## src/emfd_pkg.sv

```systemverilog
// Shared types, constants and codes for the energy meter frame decoder.
// Used by emfd_div and energy_meter_frame_decoder; depends on nothing.
package emfd_pkg;

    // Frame layout
    localparam int unsigned FRAME_LEN = 24;
    localparam int unsigned SR_LEN    = 21;   // bytes 2..22 kept in the shift line
    localparam logic [4:0]  POS_HUNT  = 5'd0;
    localparam logic [4:0]  POS_HDR1  = 5'd1;
    localparam logic [4:0]  POS_FIRST = 5'd2;
    localparam logic [4:0]  POS_CSUM  = 5'd23;
    localparam logic [7:0]  HDR0      = 8'h55;
    localparam logic [7:0]  HDR1      = 8'h5A;

    // Flag bit positions in byte 20
    localparam int unsigned FLAG_V_BIT = 6;
    localparam int unsigned FLAG_I_BIT = 5;
    localparam int unsigned FLAG_P_BIT = 4;

    // Result status codes
    localparam logic [1:0] ST_GOOD  = 2'd0;
    localparam logic [1:0] ST_BADHD = 2'd1;
    localparam logic [1:0] ST_CKSUM = 2'd2;

    // Configuration register indexes
    localparam logic [1:0] CFG_VGAIN = 2'd0;
    localparam logic [1:0] CFG_IGAIN = 2'd1;
    localparam logic [1:0] CFG_PGAIN = 2'd2;

    localparam logic [31:0] GAIN_RESET = 32'h0001_0000;
    localparam logic [31:0] Q_MAX      = 32'hFFFF_FFFF;
    localparam logic [47:0] E_MAX      = 48'hFFFF_FFFF_FFFF;

    // Divider: 56-bit dividend, 24-bit divisor, 32 quotient bits, one per cycle
    localparam logic [4:0] DIV_LAST = 5'd31;

    typedef enum logic [1:0] {
        DV_IDLE,
        DV_CHECK,
        DV_RUN,
        DV_DONE
    } t_div_state;

    typedef enum logic [2:0] {
        SQ_IDLE,
        SQ_MUL,
        SQ_DIV,
        SQ_EMUL,
        SQ_EADD,
        SQ_EMIT
    } t_seq_state;

    typedef enum logic [1:0] {
        QT_V,
        QT_P,
        QT_I
    } t_qty;

    typedef struct packed {
        logic        start;
        logic [55:0] num;
        logic [23:0] den;
    } t_div_req;

    typedef struct packed {
        logic        done;
        logic [31:0] quot;
    } t_div_rsp;

endpackage

```

## src/emfd_div.sv

```systemverilog
// Iterative restoring divider, one quotient bit per cycle, with saturation.
// Depends on emfd_pkg (request/response structs, state enum, DIV_LAST, Q_MAX).
module emfd_div (
    input  logic               i_clk,
    input  logic               i_rst_n,
    input  emfd_pkg::t_div_req i_req,
    output emfd_pkg::t_div_rsp o_rsp
);

    emfd_pkg::t_div_state r_state, n_state;
    logic [23:0] r_rem;
    logic [23:0] r_den;
    logic [31:0] r_q;      // dividend low bits shift out, quotient bits shift in
    logic [4:0]  r_cnt;

    logic [24:0] w_trial;
    logic        w_ge;
    logic        w_sat;

    // Quotient overflows 32 bits iff the upper dividend part reaches the
    // divisor; a zero divisor always lands here too.
    assign w_sat   = (r_rem >= r_den);
    assign w_trial = {r_rem, r_q[31]};
    assign w_ge    = (w_trial >= {1'b0, r_den});

    // Next state
    always_comb begin
        n_state = r_state;
        unique case (r_state)
            emfd_pkg::DV_IDLE:  if (i_req.start) n_state = emfd_pkg::DV_CHECK;
            emfd_pkg::DV_CHECK: n_state = w_sat ? emfd_pkg::DV_DONE : emfd_pkg::DV_RUN;
            emfd_pkg::DV_RUN:   if (r_cnt == emfd_pkg::DIV_LAST) n_state = emfd_pkg::DV_DONE;
            emfd_pkg::DV_DONE:  n_state = emfd_pkg::DV_IDLE;
            default:            n_state = emfd_pkg::DV_IDLE;
        endcase
    end

    // Outputs
    always_comb begin
        o_rsp.done = (r_state == emfd_pkg::DV_DONE);
        o_rsp.quot = r_q;
    end

    always_ff @(posedge i_clk) begin
        if (!i_rst_n) begin
            r_state <= emfd_pkg::DV_IDLE;
        end else begin
            r_state <= n_state;
        end
    end

    // Datapath
    always_ff @(posedge i_clk) begin
        unique case (r_state)
            emfd_pkg::DV_IDLE: begin
                if (i_req.start) begin
                    r_rem <= i_req.num[55:32];
                    r_q   <= i_req.num[31:0];
                    r_den <= i_req.den;
                end
            end
            emfd_pkg::DV_CHECK: begin
                r_cnt <= '0;
                if (w_sat) begin
                    r_q <= emfd_pkg::Q_MAX;
                end
            end
            emfd_pkg::DV_RUN: begin
                r_cnt <= r_cnt + 5'd1;
                r_q   <= {r_q[30:0], w_ge};
                if (w_ge) begin
                    r_rem <= 24'(w_trial - {1'b0, r_den});
                end else begin
                    r_rem <= w_trial[23:0];
                end
            end
            default: begin
            end
        endcase
    end

endmodule

```

## src/energy_meter_frame_decoder.sv

```systemverilog
// Energy meter frame decoder top level: framing, checksum, sequencer, energy.
// Depends on emfd_pkg and instantiates emfd_div.
//
// Bytes of a 24-byte meter frame (0x55 0x5A header, checksum in the last byte)
// are taken one per cycle while o_stall is low. A bad second header byte or a
// checksum mismatch sends the sequencer to its emit state, which places an
// error transaction in the output register. The last byte of a good frame
// starts the sequencer, which holds o_stall high until it is done: each of
// voltage, power and current takes a multiply step and a division on the
// single shared 32-step divider (a skipped quantity spends only its multiply
// step, a saturating division ends without the 32 steps), then the energy
// update runs its multiply and add states and the sequencer waits in its emit
// state until the output register is free to take the result. Results wait in
// that register while the next bytes are taken.
module energy_meter_frame_decoder (
    input  logic        i_clk,
    input  logic        i_rst_n,
    // byte input
    input  logic        i_valid,
    output logic        o_stall,
    input  logic [7:0]  i_rx_byte,
    // result output
    output logic        o_valid,
    input  logic        i_stall,
    output logic [1:0]  o_status,
    output logic [31:0] o_voltage,
    output logic [31:0] o_current,
    output logic [31:0] o_power,
    output logic [47:0] o_energy,
    // configuration
    input  logic        i_cfg_we,
    input  logic [1:0]  i_cfg_index,
    input  logic [31:0] i_cfg_data
);

    emfd_pkg::t_seq_state r_state, n_state;
    emfd_pkg::t_qty       r_qty;

    logic [31:0] r_vgain, r_igain, r_pgain;
    logic [4:0]  r_pos;
    logic [7:0]  r_sum;
    logic [7:0]  r_sr [emfd_pkg::SR_LEN];
    logic [1:0]  r_status;
    logic [31:0] r_v, r_i, r_p;
    logic [15:0] r_last;
    logic [47:0] r_energy;
    logic [39:0] r_prod;

    logic        r_o_valid;
    logic [1:0]  r_o_status;
    logic [31:0] r_o_v, r_o_i, r_o_p;
    logic [47:0] r_o_energy;

    logic        w_acc;
    logic        w_hunt;
    logic        w_bad_hdr;
    logic        w_last;
    logic        w_cs_ok;
    logic        w_en;
    logic        w_out_load;
    logic [7:0]  w_flags;
    logic [23:0] w_coef_v, w_cyc_v, w_coef_i, w_cyc_i, w_coef_p, w_cyc_p;
    logic [15:0] w_cnt, w_last_eff, w_delta;
    logic [31:0] w_mul_a;
    logic [23:0] w_mul_b;
    logic [23:0] w_den;
    logic [55:0] w_prod;
    logic [48:0] w_esum;

    emfd_pkg::t_div_req w_div_req;
    emfd_pkg::t_div_rsp w_div_rsp;

    // Frame fields at fixed taps: byte k of the frame sits at r_sr[22-k]
    assign w_coef_v = {r_sr[20], r_sr[19], r_sr[18]};
    assign w_cyc_v  = {r_sr[17], r_sr[16], r_sr[15]};
    assign w_coef_i = {r_sr[14], r_sr[13], r_sr[12]};
    assign w_cyc_i  = {r_sr[11], r_sr[10], r_sr[9]};
    assign w_coef_p = {r_sr[8],  r_sr[7],  r_sr[6]};
    assign w_cyc_p  = {r_sr[5],  r_sr[4],  r_sr[3]};
    assign w_flags  = r_sr[2];
    assign w_cnt    = {r_sr[1],  r_sr[0]};

    // Byte classification
    assign w_acc     = i_valid && !o_stall;
    assign w_hunt    = (r_pos == emfd_pkg::POS_HUNT) || (r_pos > emfd_pkg::POS_CSUM);
    assign w_bad_hdr = (r_pos == emfd_pkg::POS_HDR1) && (i_rx_byte != emfd_pkg::HDR1);
    assign w_last    = (r_pos == emfd_pkg::POS_CSUM);
    assign w_cs_ok   = (r_sum == i_rx_byte);

    // Pulse counter delta; first sighting gives zero
    assign w_last_eff = (r_last == 16'd0) ? w_cnt : r_last;
    assign w_delta    = w_cnt - w_last_eff;

    // Quantity enable and shared multiplier operands
    always_comb begin
        w_en    = 1'b0;
        w_mul_a = r_vgain;
        w_mul_b = w_coef_v;
        w_den   = w_cyc_v;
        case (r_qty)
            emfd_pkg::QT_V: begin
                w_en    = w_flags[emfd_pkg::FLAG_V_BIT];
                w_mul_a = r_vgain;
                w_mul_b = w_coef_v;
                w_den   = w_cyc_v;
            end
            emfd_pkg::QT_P: begin
                w_en    = w_flags[emfd_pkg::FLAG_P_BIT];
                w_mul_a = r_pgain;
                w_mul_b = w_coef_p;
                w_den   = w_cyc_p;
            end
            emfd_pkg::QT_I: begin
                w_en    = w_flags[emfd_pkg::FLAG_I_BIT] && (r_p != 32'd0);
                w_mul_a = r_igain;
                w_mul_b = w_coef_i;
                w_den   = w_cyc_i;
            end
            default: begin
            end
        endcase
        if (r_state == emfd_pkg::SQ_EMUL) begin
            w_mul_a = {16'd0, w_delta};
            w_mul_b = w_coef_p;
        end
    end

    assign w_prod = w_mul_a * w_mul_b;
    assign w_esum = {1'b0, r_energy} + {9'd0, r_prod};

    // Next state
    always_comb begin
        n_state = r_state;
        unique case (r_state)
            emfd_pkg::SQ_IDLE: begin
                if (w_acc && w_bad_hdr) begin
                    n_state = emfd_pkg::SQ_EMIT;
                end else if (w_acc && w_last) begin
                    n_state = w_cs_ok ? emfd_pkg::SQ_MUL : emfd_pkg::SQ_EMIT;
                end
            end
            emfd_pkg::SQ_MUL: begin
                if (w_en) begin
                    n_state = emfd_pkg::SQ_DIV;
                end else if (r_qty == emfd_pkg::QT_I) begin
                    n_state = emfd_pkg::SQ_EMUL;
                end
            end
            emfd_pkg::SQ_DIV: begin
                if (w_div_rsp.done) begin
                    n_state = (r_qty == emfd_pkg::QT_I) ? emfd_pkg::SQ_EMUL
                                                        : emfd_pkg::SQ_MUL;
                end
            end
            emfd_pkg::SQ_EMUL: n_state = emfd_pkg::SQ_EADD;
            emfd_pkg::SQ_EADD: n_state = emfd_pkg::SQ_EMIT;
            emfd_pkg::SQ_EMIT: if (w_out_load) n_state = emfd_pkg::SQ_IDLE;
            default:           n_state = emfd_pkg::SQ_IDLE;
        endcase
    end

    // Sequencer outputs
    always_comb begin
        o_stall         = (r_state != emfd_pkg::SQ_IDLE);
        w_out_load      = (r_state == emfd_pkg::SQ_EMIT) && (!r_o_valid || !i_stall);
        w_div_req.start = (r_state == emfd_pkg::SQ_MUL) && w_en;
        w_div_req.num   = w_prod;
        w_div_req.den   = w_den;
    end

    emfd_div u_div (
        .i_clk   (i_clk),
        .i_rst_n (i_rst_n),
        .i_req   (w_div_req),
        .o_rsp   (w_div_rsp)
    );

    // Control registers
    always_ff @(posedge i_clk) begin
        if (!i_rst_n) begin
            r_state   <= emfd_pkg::SQ_IDLE;
            r_pos     <= emfd_pkg::POS_HUNT;
            r_sum     <= 8'd0;
            r_last    <= 16'd0;
            r_energy  <= 48'd0;
            r_vgain   <= emfd_pkg::GAIN_RESET;
            r_igain   <= emfd_pkg::GAIN_RESET;
            r_pgain   <= emfd_pkg::GAIN_RESET;
            r_o_valid <= 1'b0;
        end else begin
            r_state <= n_state;

            // configuration writes; index three is ignored
            if (i_cfg_we) begin
                case (i_cfg_index)
                    emfd_pkg::CFG_VGAIN: r_vgain <= i_cfg_data;
                    emfd_pkg::CFG_IGAIN: r_igain <= i_cfg_data;
                    emfd_pkg::CFG_PGAIN: r_pgain <= i_cfg_data;
                    default: begin
                    end
                endcase
            end

            // byte framing and checksum
            if (w_acc) begin
                if (w_hunt) begin
                    r_pos <= (i_rx_byte == emfd_pkg::HDR0) ? emfd_pkg::POS_HDR1
                                                           : emfd_pkg::POS_HUNT;
                end else if (r_pos == emfd_pkg::POS_HDR1) begin
                    r_pos <= w_bad_hdr ? emfd_pkg::POS_HUNT : emfd_pkg::POS_FIRST;
                    r_sum <= 8'd0;
                end else if (w_last) begin
                    r_pos <= emfd_pkg::POS_HUNT;
                end else begin
                    r_pos <= r_pos + 5'd1;
                    r_sum <= r_sum + i_rx_byte;
                end
            end

            // pulse counter and saturating energy total
            if (r_state == emfd_pkg::SQ_EMUL) begin
                r_last <= w_cnt;
            end
            if (r_state == emfd_pkg::SQ_EADD) begin
                r_energy <= w_esum[48] ? emfd_pkg::E_MAX : w_esum[47:0];
            end

            // output register
            if (w_out_load) begin
                r_o_valid <= 1'b1;
            end else if (!i_stall) begin
                r_o_valid <= 1'b0;
            end
        end
    end

    // Payload registers
    always_ff @(posedge i_clk) begin
        // data bytes shift into the frame store
        if (w_acc && !w_hunt && (r_pos >= emfd_pkg::POS_FIRST) && !w_last) begin
            r_sr[0] <= i_rx_byte;
            for (int k = 1; k < emfd_pkg::SR_LEN; k++) begin
                r_sr[k] <= r_sr[k-1];
            end
        end

        // frame end: status and cleared quantities
        if (w_acc && w_bad_hdr) begin
            r_status <= emfd_pkg::ST_BADHD;
            r_v      <= 32'd0;
            r_i      <= 32'd0;
            r_p      <= 32'd0;
        end else if (w_acc && w_last) begin
            r_status <= w_cs_ok ? emfd_pkg::ST_GOOD : emfd_pkg::ST_CKSUM;
            r_v      <= 32'd0;
            r_i      <= 32'd0;
            r_p      <= 32'd0;
            r_qty    <= emfd_pkg::QT_V;
        end

        // step through voltage, power, current
        if ((r_state == emfd_pkg::SQ_MUL) && !w_en) begin
            if (r_qty == emfd_pkg::QT_V) r_qty <= emfd_pkg::QT_P;
            else if (r_qty == emfd_pkg::QT_P) r_qty <= emfd_pkg::QT_I;
        end
        if ((r_state == emfd_pkg::SQ_DIV) && w_div_rsp.done) begin
            case (r_qty)
                emfd_pkg::QT_V: begin
                    r_v   <= w_div_rsp.quot;
                    r_qty <= emfd_pkg::QT_P;
                end
                emfd_pkg::QT_P: begin
                    r_p   <= w_div_rsp.quot;
                    r_qty <= emfd_pkg::QT_I;
                end
                emfd_pkg::QT_I: r_i <= w_div_rsp.quot;
                default: begin
                end
            endcase
        end

        if (r_state == emfd_pkg::SQ_EMUL) begin
            r_prod <= w_prod[39:0];
        end

        if (w_out_load) begin
            r_o_status <= r_status;
            r_o_v      <= r_v;
            r_o_i      <= r_i;
            r_o_p      <= r_p;
            r_o_energy <= r_energy;
        end
    end

    assign o_valid   = r_o_valid;
    assign o_status  = r_o_status;
    assign o_voltage = r_o_v;
    assign o_current = r_o_i;
    assign o_power   = r_o_p;
    assign o_energy  = r_o_energy;

endmodule
```

## config.mk

```make
export PLATFORM = sky130hd
export DESIGN_NAME = energy_meter_frame_decoder
export DESIGN_NICKNAME = d
export VERILOG_FILES = /design/src/emfd_pkg.sv /design/src/emfd_div.sv /design/src/energy_meter_frame_decoder.sv
export SDC_FILE = /design/constraint.sdc
export NUM_CORES = 2
export LEC_CHECK = 0
export BUFFER_PORTS_ARGS = -buffer_cell sky130_fd_sc_hd__buf_2
export CORE_MARGIN = 8
export CORE_UTILIZATION = 55
export CTS_BUF_LIST = sky130_fd_sc_hd__clkbuf_8
export DETAILED_ROUTE_END_ITERATION = 7
export GPL_TIMING_DRIVEN = 1
export PLACE_DENSITY = 0.73
export SLEW_MARGIN = 20
export SYNTH_ARGS = -nofsm -noshare
export SYNTH_HDL_FRONTEND = slang
export SYNTH_SLANG_ARGS = --single-unit
```

## constraint.sdc

```tcl
create_clock -name i_clk -period 13.4 [get_ports i_clk]
set_clock_uncertainty 0.15 [all_clocks]
set_input_delay 0.67 -clock i_clk [delete_from_list [all_inputs] [get_ports i_clk]]
set_output_delay 0.67 -clock i_clk [all_outputs]
set_load 0.02 [all_outputs]
```

==> impl_metrics.toml <==
[power]
peakVddDrop_mv = 0.1155
cellPowerDensity_nw_per_um2 = 138.5
p_leak_uw = 0.02631

[synth]
synth_edf_count = 439
yosysMostFrequentCell = "nand2_1"
ys_warn_count = 0
synth_compound_area_share_pct = 12.24
yosys.area_share.adder_pct = 30.61
synth_area_um2 = 55800
synth-xor-area-share_pct = 1.836
synth_top_family_by_area = "adder cells"
synth-seq-cells = 718
yosysTopAreaCell = "fa_1"
synth.distinct_cells = 84
yosysSeqAreaShare_pct = 33.63
synthArstFlopShare_pct = 0
synthMuxAreaShare_pct = 0.2108
synth_area_leaders = "fa_1 (24%), edfxtp_1 (24%), dfxtp_1 (10%)"
synth.net_count = 6882
synth-simple-area-share_pct = 13.90
syn_area_per_cell_um2 = 9.511
synth_top_cell_area_share_pct = 23.75
yosys-top-cells-count = "nand2_1 (1006), inv_1 (778), fa_1 (662)"
syn-instance-count = 5867
synth_flop_cell = "edfxtp_1"

[route]
drt_iter0_drc = 4249
wl_met2_mm = 79.07
antenna_left = 0
routed_via_density = 5.846
routed.top_layer = "met4"
met1_length_mm = 65.28
drc_errors = 0
drt_wl_total_mm = 171.2
vias = 43590
wl_per_cell_um = 22.96
wl_met3_mm = 16.46
drtPass1Iterations = 6

[timing]
max_freq_ghz = 0.08632
setup_viol = 0
rsz0062_at_grt = "no"
worst_slew_pin_slew_ns = 1.268
slew_headroom_pct = 15.47
slew_violations = 0
hold_viol = 0
min_period_over_period_pct = 86.45
fin_crit_ns = 11.58
fin_setup_tns_ns = 0

[global_routing]
grt_pass1_wl_mm = 260.4
grt_pass1_vias = 44240
grt_use_total_pct = 30.22
grt.overflow.total = 0
grt_antenna_before_repair = 2
grt_max_degree = 111

[setup_path]
slowest_stage = "o31ai_1"
r2r_cells = 35
crit_top_cell = "fa_1"
r2r_end = "u_div.r_rem[2]"
cp.arrival_ns = 11.90
startpoint_type = "flip-flop"
worst-r2r-setup-slack_ns = 1.82
r2r-start = "r_last[0]"
slowest_delay_ns = 0.71
crit_required_ns = 13.72
crit_type = "reg2reg"
crit_fanout = 16
endpoint_kind = "flip-flop"

[clock_tree]
post_cts_buffers = 0
clk_path_buf_depth = 3
clkTransAtPathRegs_ns = 0.06
cts_tree = "done"
cts_resized = 0
htreeDepth = 3
insertion_delay_ns = 0.80
numCtsBuffers = 111
hold_buffers = 40
clock-sinks = 718
root_buffer = "clkbuf_8"

[floorplanning]
design.die.area_um2 = 111900
die_h_um = 334.5
core-area_um2 = 101200
rows = 117
io_pins = 195
start_util_pct = 55.16
die_w_um = 334.5

[worst_hold_path]
holdPathStages = 3
hold_end = "o_valid"
hp-class = "in2reg"
worstHoldStart = "i_stall"

[placement]
place_congestion = 0.9843
port_buffers = 194
dp.cells = 7201
place_hpwl_mm = 127.4

[run_status]
status = "complete, no violations"

[finish]
drive_gt1_share_pct = 9.288
nNetsFinal = 7003
syn_to_final_growth_pct = 9.263
fin_cells = 7455

[run]
maxCapViolations = 0
kinds of logic (layout without fill, tap and decap cells):
kind of cell             Yosys count  after routing
other                              0              4
multiplexers                      11             11
AO/OA/AOI/OAI                   1094           1094
XOR/XNOR                         117            117
buffers and inverters           1109           1325
AND/OR/NAND/NOR                 1850           1850
adder cells (fa/ha/maj)          968            968
flip-flops                       718            718
placed cells by master, fill, tap and decap left out, types with 26 or more instances in the layout:
| master | n |
|---|---|
| nand2_1 | 1006 |
| inv_1 | 811 |
| fa_1 | 662 |
| nor2_1 | 492 |
| edfxtp_1 | 439 |
| a21oi_1 | 394 |
| ha_1 | 301 |
| dfxtp_1 | 279 |
| o21ai_0 | 247 |
| buf_2 | 194 |
| clkbuf_8 | 129 |
| buf_4 | 100 |
| a21o_1 | 74 |
| xnor2_1 | 70 |
| a22oi_1 | 58 |
| nor3_1 | 57 |
| xor2_1 | 47 |
| nand3_1 | 42 |
| dlygate4sd3_1 | 40 |
| and2_1 | 38 |
| nand4_1 | 37 |
| a31oi_1 | 36 |
| o21a_1 | 35 |
| a221o_1 | 31 |
| nand2b_1 | 29 |
| a221oi_1 | 27 |
| nor2b_1 | 26 |
worst max-delay path: cells and delay by family (launching register included):
family	cells	cell delay, ns
AOI/OAI and AO/OA	13	4.43
xor gates and xnor gates	1	0.19
adders and majority gates	10	4.30
buffers and inverters	5	0.27
DFF	1	0.33
and+or+nand+nor	6	1.54
metrics by stage:
stage	hold WS, ns	area, µm²	worst slack [ns]	utilization, %	power, µW
after global routing	0.1593	60970	1.359	60.27	8911
after detailed placement	0.2628	58150	2.144	57.49	6499
final	0.1868	60970	1.816	60.27	8446
after CTS	0.1223	60890	2.052	60.20	8417
after global placement	0.2517	58130	2.273	57.47	6430
after floorplan	0.2503	55800	2.992	-	5288
worst max-delay path by stage:
| stage | from | to | slack, ns | cells after the start |
|---|---|---|---|---|
| finish | r_last[0] | u_div.r_rem[2] | 1.82 | 35 |
| global route | r_last[0] | u_div.r_rem[2] | 1.36 | 35 |
| CTS | r_last[0] | u_div.r_rem[2] | 2.05 | 33 |
| detailed placement | r_last[0] | u_div.r_rem[2] | 2.14 | 33 |
| global placement | r_last[0] | u_div.r_rem[2] | 2.27 | 33 |
| floorplan | r_pos[1] | r_sr[0][0] | 2.99 | 7 |
registers in the layout, summed over array words and instances, names as in the netlist, 3 cells and up:
name,cells
r_sr,168
o_energy,48
r_energy,48
r_prod,40
o_current,32
o_power,32
o_voltage,32
r_i,32
r_igain,32
r_p,32
r_pgain,32
r_v,32
r_vgain,32
u_div.r_q,32
u_div.r_den,24
u_div.r_rem,24
r_last,16
r_sum,8
r_pos,5
u_div.r_cnt,5
r_state,3
layer usage:
layer | GRT usage, % | vias up
li1 | - | 19470
met1 | 37.70 | 21400
met4 | 15.55 | 0
met5 | 0 | -
met2 | 49.62 | 2203
met3 | 6.469 | 516
area by class of cell:
class	count	area, µm²
sequential	718	18770
antenna	4	10.01
timing repair buffer	338	2203
clock inverter	79	565.5
tap	1368	1712
inverter	779	2932
fill	8511	40180
clock buffer	129	1775
multi-input combinational	4040	33010
power breakdown:
part	switching [µW]	internal, µW
Clock	886	1020
Sequential	179	2800
Combinational	2340	1230
(Power assumes the default switching activity.)
